==> config.mk <==
export PLATFORM = sky130hd
export DESIGN_NAME = half_duplex_link_controller
export DESIGN_NICKNAME = d
export VERILOG_FILES = /design/src/hdl/hdlc_pkg.sv /design/src/hdl/half_duplex_link_controller.sv
export VERILOG_INCLUDE_DIRS = /design/src /design/src/hdl
export SDC_FILE = /design/constraint.sdc
export NUM_CORES = 1
export LEC_CHECK = 0
export BUFFER_PORTS_ARGS = -buffer_cell sky130_fd_sc_hd__clkbuf_2
export CAP_MARGIN = 30
export CELL_PAD_IN_SITES_DETAIL_PLACEMENT = 0
export CELL_PAD_IN_SITES_GLOBAL_PLACEMENT = 1
export CORE_MARGIN = 2
export CORE_UTILIZATION = 41
export CTS_CLUSTER_SIZE = 24
export DETAILED_ROUTE_END_ITERATION = 7
export GPL_TIMING_DRIVEN = 0
export HOLD_SLACK_MARGIN = 0.08
export MAX_ROUTING_LAYER = met4
export PLACE_DENSITY_LB_ADDON = 0.3
export SLEW_MARGIN = 5
export SYNTH_ARGS = -nofsm -noshare
export SYNTH_HDL_FRONTEND = slang
export SYNTH_SLANG_ARGS = --single-unit
==> constraint.sdc <==
create_clock -name clock -period 5.1 [get_ports clock]
set_input_delay 0.765 -clock clock [delete_from_list [all_inputs] [get_ports clock]]
set_output_delay 0.765 -clock clock [all_outputs]
set_load 0.05 [all_outputs]
==> src/hdl/assert_macros.svh <==
// Assertion macros used by the RTL of the link controller.
`ifndef ASSERT_MACROS_SVH
`define ASSERT_MACROS_SVH
`ifndef SYNTH
// Check on every clock edge outside reset.
`define ASSERT_CLK(lbl, prop, msg) \
   lbl: assert property (@(posedge clock) disable iff (reset) prop) else $error(msg);
// Check on every clock edge, reset included.
`define ASSERT_ALL(lbl, prop, msg) \
   lbl: assert property (@(posedge clock) prop) else $error(msg);
`else
`define ASSERT_CLK(lbl, prop, msg)
`define ASSERT_ALL(lbl, prop, msg)
`endif
`endif

==> src/hdl/hdlc_pkg.sv <==
// Types, codes and sizes of the half-duplex link controller.
package hdlc_pkg;

   typedef enum logic [1:0] {
      MODE_IDLE = 2'd0,
      MODE_TX   = 2'd1,
      MODE_RX   = 2'd2,
      MODE_STOP = 2'd3
   } mode_type;

   localparam logic [3:0] CMD_ENQ     = 4'd0;
   localparam logic [3:0] CMD_OUT_RDY = 4'd1;
   localparam logic [3:0] CMD_ACK     = 4'd2;
   localparam logic [3:0] CMD_NAK     = 4'd3;
   localparam logic [3:0] CMD_TIMEOUT = 4'd4;
   localparam logic [3:0] CMD_GOOD    = 4'd5;
   localparam logic [3:0] CMD_BAD     = 4'd6;
   localparam logic [3:0] CMD_EOT     = 4'd7;
   localparam logic [3:0] CMD_END     = 4'd8;

   localparam logic [2:0] ACT_NONE   = 3'd0;
   localparam logic [2:0] ACT_ENQ    = 3'd1;
   localparam logic [2:0] ACT_ACK    = 3'd2;
   localparam logic [2:0] ACT_NAK    = 3'd3;
   localparam logic [2:0] ACT_NEXT   = 3'd4;
   localparam logic [2:0] ACT_RESEND = 3'd5;
   localparam logic [2:0] ACT_EOT    = 3'd6;
   localparam logic [2:0] ACT_CLEAR  = 3'd7;

   localparam logic [2:0] ST_BUSY       = 3'd0;
   localparam logic [2:0] ST_TX_DONE    = 3'd1;
   localparam logic [2:0] ST_TX_FAIL    = 3'd2;
   localparam logic [2:0] ST_RX_DONE    = 3'd3;
   localparam logic [2:0] ST_RX_TIMEOUT = 3'd4;
   localparam logic [2:0] ST_STOPPED    = 3'd5;
   localparam logic [2:0] ST_BACKOFF    = 3'd6;

   localparam logic [7:0] FRAME_LIMIT_RESET = 8'd10;
   localparam logic [7:0] FRAME_LIMIT_MIN   = 8'd2;
   localparam logic [7:0] COUNT_MAX         = 8'd255;

   localparam logic [1:0] REG_FRAME_LIMIT = 2'd0;

   localparam int QUEUE_DEPTH = 4;
   localparam int QPTR_W      = $clog2(QUEUE_DEPTH);
   localparam int QCNT_W      = $clog2(QUEUE_DEPTH + 1);

   typedef struct packed {
      logic [3:0] cmd;
      logic       queue_empty;
   } req_type;

   typedef struct packed {
      logic [2:0] action;
      logic [2:0] status;
      logic       last;
   } rsp_type;

endpackage

==> src/hdl/half_duplex_link_controller.sv <==
// Half-duplex ENQ/ACK stop-and-wait link controller, top level.
//
// Usage: each req_ beat carries one link event (cmd, queue_empty). The block
// updates its link mode, frame count and retry count in the cycle the beat
// is accepted and pushes one or two action beats (action, status, last)
// into a four-entry result queue that drives the rsp_ channel. last marks
// the final result beat of an event.
// Result beats are registered in the result queue before they reach rsp_.
// One event per cycle while each event yields one result beat and the
// receiver takes each beat; an event yielding two result beats occupies the
// result channel for both, so the sustained rate is one result beat per
// cycle, set by the single read port of the result queue.
// req_ready is high while the queue has room for two beats, so a stalled
// receiver holds the event channel off after at most three further events;
// nothing is dropped.
// The frame limit is written through the APB port at address 0 (reset 10).
// Reset (synchronous, active high) returns the link to idle, clears the
// counters and empties the result queue. An end event stops the link until
// the next reset.
`include "assert_macros.svh"

module half_duplex_link_controller (
   input  logic              clock,
   input  logic              reset,
   input  logic              req_valid,
   output logic              req_ready,
   input  hdlc_pkg::req_type req_data,
   output logic              rsp_valid,
   input  logic              rsp_ready,
   output hdlc_pkg::rsp_type rsp_data,
   input  logic              psel,
   input  logic              penable,
   input  logic              pwrite,
   input  logic [2:0]        paddr,
   input  logic [31:0]       pwdata,
   output logic [31:0]       prdata,
   output logic              pready
);

   hdlc_pkg::mode_type mode_ff, mode_in;
   logic [7:0] frame_limit_ff;
   logic [7:0] frames_ff, frames_in;
   logic [7:0] retry_ff, retry_in;
   logic       enq_acked_ff, enq_acked_in;

   hdlc_pkg::rsp_type         queue_ff [hdlc_pkg::QUEUE_DEPTH];
   logic [hdlc_pkg::QPTR_W-1:0] wr_ptr_ff, wr_ptr_in;
   logic [hdlc_pkg::QPTR_W-1:0] rd_ptr_ff, rd_ptr_in;
   logic [hdlc_pkg::QCNT_W-1:0] count_ff, count_in;

   logic       accept, pop;
   logic [7:0] limit, frames_inc, retry_inc;
   logic       tx_full, retry_out;
   logic [1:0] push_n;
   hdlc_pkg::rsp_type res0, res1;
   logic       reg_sel;
   logic       q_bound, stopped, link_clear, turn_start, counts_clear;

   // ---------------- configuration port ----------------
   assign pready  = 1'b1;
   assign reg_sel = (paddr[2] == hdlc_pkg::REG_FRAME_LIMIT[0]);
   assign prdata  = reg_sel ? {24'd0, frame_limit_ff} : 32'd0;

   always_ff @(posedge clock) begin
      if (reset) begin
         frame_limit_ff <= hdlc_pkg::FRAME_LIMIT_RESET;
      end else if (psel && penable && pwrite && pready && reg_sel) begin
         frame_limit_ff <= pwdata[7:0];
      end
   end

   // ---------------- shared decode ----------------
   assign accept     = req_valid && req_ready;
   assign pop        = rsp_valid && rsp_ready;
   assign req_ready  = (count_ff <= hdlc_pkg::QCNT_W'(hdlc_pkg::QUEUE_DEPTH - 2));
   assign limit      = (frame_limit_ff < hdlc_pkg::FRAME_LIMIT_MIN) ?
                       hdlc_pkg::FRAME_LIMIT_MIN : frame_limit_ff;
   // saturate the counters at their top value
   assign frames_inc = (frames_ff == hdlc_pkg::COUNT_MAX) ? frames_ff : frames_ff + 8'd1;
   assign retry_inc  = (retry_ff == hdlc_pkg::COUNT_MAX) ? retry_ff : retry_ff + 8'd1;
   assign tx_full    = (frames_inc >= limit);
   assign retry_out  = (retry_inc >= (limit - 8'd1));

   // ---------------- next state ----------------
   always_comb begin
      mode_in      = mode_ff;
      frames_in    = frames_ff;
      retry_in     = retry_ff;
      enq_acked_in = enq_acked_ff;
      if (accept && (mode_ff != hdlc_pkg::MODE_STOP)) begin
         if (req_data.cmd == hdlc_pkg::CMD_END) begin
            mode_in = hdlc_pkg::MODE_STOP;
         end else begin
            unique case (mode_ff)
               hdlc_pkg::MODE_IDLE: begin
                  if (req_data.cmd == hdlc_pkg::CMD_ENQ) begin
                     mode_in = hdlc_pkg::MODE_RX;
                  end else if (req_data.cmd == hdlc_pkg::CMD_OUT_RDY) begin
                     frames_in    = 8'd0;
                     retry_in     = 8'd0;
                     enq_acked_in = 1'b0;
                     mode_in      = req_data.queue_empty ? hdlc_pkg::MODE_IDLE
                                                         : hdlc_pkg::MODE_TX;
                  end
               end
               hdlc_pkg::MODE_TX: begin
                  if (req_data.cmd == hdlc_pkg::CMD_ENQ) begin
                     mode_in = hdlc_pkg::MODE_IDLE;
                  end else if (req_data.cmd == hdlc_pkg::CMD_ACK) begin
                     enq_acked_in = 1'b1;
                     retry_in     = 8'd0;
                     frames_in    = frames_inc;
                     if (tx_full || req_data.queue_empty) begin
                        mode_in = hdlc_pkg::MODE_IDLE;
                     end
                  end else if (req_data.cmd == hdlc_pkg::CMD_NAK ||
                               req_data.cmd == hdlc_pkg::CMD_TIMEOUT) begin
                     if (!enq_acked_ff) begin
                        mode_in = hdlc_pkg::MODE_IDLE;
                     end else begin
                        retry_in = retry_inc;
                        if (retry_out || req_data.queue_empty) begin
                           mode_in = hdlc_pkg::MODE_IDLE;
                        end
                     end
                  end
               end
               hdlc_pkg::MODE_RX: begin
                  if (req_data.cmd == hdlc_pkg::CMD_EOT ||
                      req_data.cmd == hdlc_pkg::CMD_TIMEOUT) begin
                     mode_in = hdlc_pkg::MODE_IDLE;
                  end
               end
               default: begin
                  mode_in = mode_ff;
               end
            endcase
         end
      end
   end

   // ---------------- result beats ----------------
   always_comb begin
      res0   = '{action: hdlc_pkg::ACT_NONE, status: hdlc_pkg::ST_BUSY, last: 1'b1};
      res1   = '{action: hdlc_pkg::ACT_NONE, status: hdlc_pkg::ST_BUSY, last: 1'b1};
      push_n = 2'd0;
      if (accept) begin
         push_n = 2'd1;
         if (mode_ff == hdlc_pkg::MODE_STOP || req_data.cmd == hdlc_pkg::CMD_END) begin
            res0.status = hdlc_pkg::ST_STOPPED;
         end else begin
            unique case (mode_ff)
               hdlc_pkg::MODE_IDLE: begin
                  if (req_data.cmd == hdlc_pkg::CMD_ENQ) begin
                     res0.action = hdlc_pkg::ACT_ACK;
                  end else if (req_data.cmd == hdlc_pkg::CMD_OUT_RDY) begin
                     res0.action = hdlc_pkg::ACT_ENQ;
                     if (req_data.queue_empty) begin
                        res0.last   = 1'b0;
                        res1.action = hdlc_pkg::ACT_EOT;
                        res1.status = hdlc_pkg::ST_TX_DONE;
                        push_n      = 2'd2;
                     end
                  end
               end
               hdlc_pkg::MODE_TX: begin
                  if (req_data.cmd == hdlc_pkg::CMD_ENQ) begin
                     res0.status = hdlc_pkg::ST_BACKOFF;
                  end else if (req_data.cmd == hdlc_pkg::CMD_ACK) begin
                     res0.action = hdlc_pkg::ACT_NEXT;
                     if (tx_full || req_data.queue_empty) begin
                        res0.last   = 1'b0;
                        res1.action = hdlc_pkg::ACT_EOT;
                        res1.status = hdlc_pkg::ST_TX_DONE;
                        push_n      = 2'd2;
                     end
                  end else if (req_data.cmd == hdlc_pkg::CMD_NAK ||
                               req_data.cmd == hdlc_pkg::CMD_TIMEOUT) begin
                     if (!enq_acked_ff) begin
                        res0.status = hdlc_pkg::ST_TX_DONE;
                     end else begin
                        res0.action = hdlc_pkg::ACT_RESEND;
                        if (retry_out) begin
                           res0.last   = 1'b0;
                           res1.action = hdlc_pkg::ACT_CLEAR;
                           res1.status = hdlc_pkg::ST_TX_FAIL;
                           push_n      = 2'd2;
                        end else if (req_data.queue_empty) begin
                           res0.last   = 1'b0;
                           res1.action = hdlc_pkg::ACT_EOT;
                           res1.status = hdlc_pkg::ST_TX_DONE;
                           push_n      = 2'd2;
                        end
                     end
                  end
               end
               hdlc_pkg::MODE_RX: begin
                  if (req_data.cmd == hdlc_pkg::CMD_GOOD) begin
                     res0.action = hdlc_pkg::ACT_ACK;
                  end else if (req_data.cmd == hdlc_pkg::CMD_BAD) begin
                     res0.action = hdlc_pkg::ACT_NAK;
                  end else if (req_data.cmd == hdlc_pkg::CMD_EOT) begin
                     res0.status = hdlc_pkg::ST_RX_DONE;
                  end else if (req_data.cmd == hdlc_pkg::CMD_TIMEOUT) begin
                     res0.status = hdlc_pkg::ST_RX_TIMEOUT;
                  end
               end
               default: begin
                  res0.status = hdlc_pkg::ST_STOPPED;
               end
            endcase
         end
      end
   end

   // ---------------- result queue ----------------
   assign wr_ptr_in = wr_ptr_ff + hdlc_pkg::QPTR_W'(push_n);
   assign rd_ptr_in = rd_ptr_ff + hdlc_pkg::QPTR_W'(pop);
   assign count_in  = count_ff + hdlc_pkg::QCNT_W'(push_n) - hdlc_pkg::QCNT_W'(pop);
   assign rsp_valid = (count_ff != '0);
   assign rsp_data  = queue_ff[rd_ptr_ff];

   always_ff @(posedge clock) begin
      if (push_n != 2'd0) begin
         queue_ff[wr_ptr_ff] <= res0;
      end
      if (push_n == 2'd2) begin
         queue_ff[wr_ptr_ff + hdlc_pkg::QPTR_W'(1)] <= res1;
      end
   end

   always_ff @(posedge clock) begin
      if (reset) begin
         mode_ff      <= hdlc_pkg::MODE_IDLE;
         frames_ff    <= 8'd0;
         retry_ff     <= 8'd0;
         enq_acked_ff <= 1'b0;
         wr_ptr_ff    <= '0;
         rd_ptr_ff    <= '0;
         count_ff     <= '0;
      end else begin
         mode_ff      <= mode_in;
         frames_ff    <= frames_in;
         retry_ff     <= retry_in;
         enq_acked_ff <= enq_acked_in;
         wr_ptr_ff    <= wr_ptr_in;
         rd_ptr_ff    <= rd_ptr_in;
         count_ff     <= count_in;
      end
   end

   // ---------------- assertions ----------------
   assign q_bound      = (count_ff <= hdlc_pkg::QCNT_W'(hdlc_pkg::QUEUE_DEPTH));
   assign stopped      = (mode_ff == hdlc_pkg::MODE_STOP);
   assign link_clear   = (count_ff == '0) && (mode_ff == hdlc_pkg::MODE_IDLE);
   assign turn_start   = accept && (mode_ff == hdlc_pkg::MODE_IDLE) &&
                         (req_data.cmd == hdlc_pkg::CMD_OUT_RDY);
   assign counts_clear = (retry_ff == 8'd0) && (frames_ff == 8'd0);

   `ASSERT_CLK(a_queue_bound, q_bound, "result queue overflow")
   `ASSERT_CLK(a_stop_sticky, stopped |=> stopped, "left stopped mode")
   `ASSERT_ALL(a_reset_empty, reset |=> link_clear, "reset did not clear link")
   `ASSERT_CLK(a_retry_zero_idle, turn_start |=> counts_clear, "turn start kept counters")

endmodule

==> reports/qor.csv <==
stage,metric,value,unit
logic_synthesis,ys_seq_area_share,32.8,%
setup_path,arrival,4.87,ns
timing,finalHoldViolCount,0,
setup_path,max_stage_delay,0.52,ns
global_routing,grt.total_usage,19.7,%
global_routing,met2_usage,32.3,%
floorplanning,chipWidth,108,um
global_routing,grt_use_met1,25.1,%
clock_network,clkTransAtPathRegs,0.08,ns
timing,relSlewSlack,34.1,%
setup_path,crit_top_cell,ha_1,
logic_synthesis,ys_ff_latch,62,
floorplanning,core,10400,um2
logic_synthesis,synth-edff-count,20,
setup_path,worst_path_max_delay_cell,a21oi_1,
setup_path,path_delay_family,adder cells,
timing,rsz0062_at_grt,false,
logic_synthesis,synth.avg_cell_area,8.42,um2
clock_network,clock_sinks,62,
cells_and_area,antenna_cells,0,
cells_and_area,fillers,1034,
timing,skew,0.0113,ns
logic_synthesis,synth_ff_type,dfxtp_1,
clock_network,clk_latency,0.35,ns
detailed_routing,wl_per_cell,14.4,um
timing,drv_slew,0,
power_and_ir_drop,ir_drop,220,uV
placed_design,dpl_cell_area,4820,um2
power_and_ir_drop,powerDensity,329,nW/um2
setup_path,cp.depth,22,
clock_network,cts_resized,0,
timing,fin_tns_setup,0,ns
cells_and_area,nNetsFinal,666,
setup_path,crit_required,5.33,ns
setup_path,worstPathMaxFanout,8,
global_routing,antenna_found_initial,0,
floorplanning,boundaryPins,89,
detailed_routing,drt-pass1-iter-count,4,
global_routing,grt_pass1_vias,3637,
timing,max_clock_freq,216,MHz
global_routing,grtUsageMet3,3.87,%
timing,setup_viol_count_final,0,
setup_path,startpoint_type,flip-flop,
timing,tightest_slew,0.975,ns
global_routing,top_usage_layer,met2,
clock_network,cts_tree,yes,
clock_network,cts_hold_buf,0,
clock_network,clk_path_buf_depth,2,
detailed_routing,num_vias,3867,
hold_path,whs_path_depth,2,
detailed_routing,drc,0,
setup_path,startpoint,retry_ff[0]$_SDFFE_PP0P_,
logic_synthesis,netlist_area,4390,um2
floorplanning,die-area,11600,um2
hold_path,hp-start,queue_ff[3][0]$_SDFFE_PP1P_,
detailed_routing,viasPerCell,5.28,
logic_synthesis,synth_cells,522,
clock_network,cts_htree_levels,3,
placed_design,io_buffer_count,35,
placed_design,post-dp-hpwl,8070,um
setup_path,crit_chain,"ha_1, and2_1, clkbuf_1, nand4_1, nand4_1, xnor2_1, ha_1, a21oi_1, o21ai_0, a21oi_1, nand2_1, nand2_1, o21a_1, inv_1, ha_1, inv_1, ha_1, inv_1, fa_1, xnor2_1, xnor2_1, nor2_1",
logic_synthesis,async_flop_share,0,%
global_routing,grt_max_degree,13,
detailed_routing,wl,10500,um
global_routing,grt_pass1_wl,17500,um
run,max_cap_viol_count,0,
clock_network,cts-root-buf,clkbuf_8,
global_routing,gr-total-overflow,0,
setup_path,worstPathBufferInverterCount,4,
cells_and_area,area_delta_synth_final,14.5,%
floorplanning,initial_core_util,42.4,%
logic_synthesis,synth.yosys.warnings,0,
floorplanning,num_rows,37,
placed_design,place_congestion,0.863,
setup_path,path_class,reg2reg,
floorplanning,die_h,108,um
hold_path,hold_class,reg2reg,
clock_network,cts-buffers-inserted,9,
detailed_routing,drt.antenna.violating_nets,0,
power_and_ir_drop,p_total,0.00166,W
cells_and_area,stdcell_area,5030,um2
timing,min_period,4.64,ns
setup_path,reg2reg_from,retry_ff[0]$_SDFFE_PP0P_,
power_and_ir_drop,power.leakage,1.97,nW
cells_and_area,drive_gt1_share,16.6,%
outcome,status,finished clean,
timing,fin_crit_sh,90.9,%
clock_network,post_cts_buffers,0,
setup_path,critPathCaptureType,flip-flop,
setup_path,r2r_cells,22,
detailed_routing,drt_iter0_markers,225,
logic_synthesis,synth_cell_types,71,
[per-stage QoR]
stage	worst slack, ns	utilization, %	hold WS, ns	cells
final	0.464	48.5	0.493	732
after global routing	0.0840	48.5	0.517	732
after CTS	0.369	48.4	0.497	732
after detailed placement	0.389	46.5	0.484	716
after global placement	0.508	46.5	0.471	716
after floorplan	0.966	-	0.445	545
[routing by layer]
metal	vias up	part of all wire, %
met4	0	0.84
met3	12	4.7
li1	1968	-
met5	-	0
met2	100	47
met1	1787	47
[path summary, 6_finish.rpt]
check                           endpoint  slack, ns
min reg2reg  queue_ff[3][0]$_SDFFE_PP1P_       0.49
max reg2reg       count_ff[2]$_SDFF_PP0_       0.46
max               count_ff[2]$_SDFF_PP0_       0.46
min          queue_ff[3][0]$_SDFFE_PP1P_       0.49
[cells by family after synthesis]
logic type               count (synthesis)  synth area share, %
other                                    2                0.171
flip-flops                              62                 32.8
adder cells (fa/ha/maj)                 28                 8.15
AND/OR/NAND/NOR                        202                 23.2
XOR/XNOR                                18                 3.59
AO/OA/AOI/OAI                          120                 18.2
multiplexers                            13                 4.98
buffers and inverters                   77                 8.91
[worst min-delay path, delay by kind of cell, from the launching register on]
family / cells / cell delay [ns]
buffers and inverters: 1 / 0.06
flip-flops: 1 / 0.34
AO/OA/AOI/OAI: 1 / 0.05
[registers in the layout (all words and copies together), names as in the netlist]
register,count
rd_ptr_ff,2
frames_ff,8
frame_limit_ff,8
retry_ff,8
enq_acked_ff,1
mode_ff,2
wr_ptr_ff,2
count_ff,3
queue_ff,28
[cell usage in the layout, fill, tap and decap left out, types with 5 or more instances in the layout]
cell type	Yosys	routed
inv_1	26	26
clkbuf_8	0	9
clkbuf_1	20	20
o22ai_1	13	13
a211oi_1	5	5
o21ai_0	18	18
nand2b_1	8	8
conb_1	2	25
nor3_1	9	9
a21oi_1	36	36
nor2b_1	15	15
edfxtp_1	20	20
dfxtp_1	42	42
nand2_1	63	63
clkbuf_2	0	35
ha_1	27	27
and2_1	5	5
nand3_1	13	13
or3_1	5	5
buf_4	26	26
mux2i_1	5	5
xnor2_1	15	15
nor2_1	49	48
mux4_2	7	7
[cells in the mapped netlist, drive strengths merged (5+ instances only)]
cell type / n / share of area (%)
o22ai: 13 / 1.9
buf: 31 / 5.0
nand2b: 8 / 1.1
mux2i: 5 / 1.1
edfxtp: 20 / 14
a21oi: 36 / 4.1
or3: 6 / 0.97
dfxtp: 42 / 19
xnor2: 15 / 3.0
mux4: 7 / 3.6
a211oi: 5 / 0.85
and2: 5 / 0.71
nor3: 9 / 1.0
nand2: 63 / 5.4
clkbuf: 20 / 1.7
ha: 27 / 7.7
o21ai: 18 / 2.1
nor2: 49 / 4.2
nor2b: 15 / 2.1
nand3: 14 / 1.7
inv: 26 / 2.2
[power by group]
part	internal (W)	switching [W]	total, W
clock	0.000226	0.000223	0.000450
combinational	0.000202	0.000407	0.000608
sequential	0.000567	0.0000324	0.000599
[layout make-up]
| type | count | area (um2) | area share, % |
|---|---|---|---|
| plain buffers | 51 | 294 | 5.84 |
| clock buffers | 9 | 124 | 2.46 |
| clock inverters | 7 | 73.8 | 1.47 |
| inverters | 26 | 97.6 | 1.94 |
| multi-input cells | 406 | 2660 | 52.8 |
| flip-flops and latches | 62 | 1440 | 28.6 |
| well taps | 136 | 170 | 3.38 |
| repair buffers | 35 | 175 | 3.48 |
Note: power is estimated with default switching activity, not from simulation.
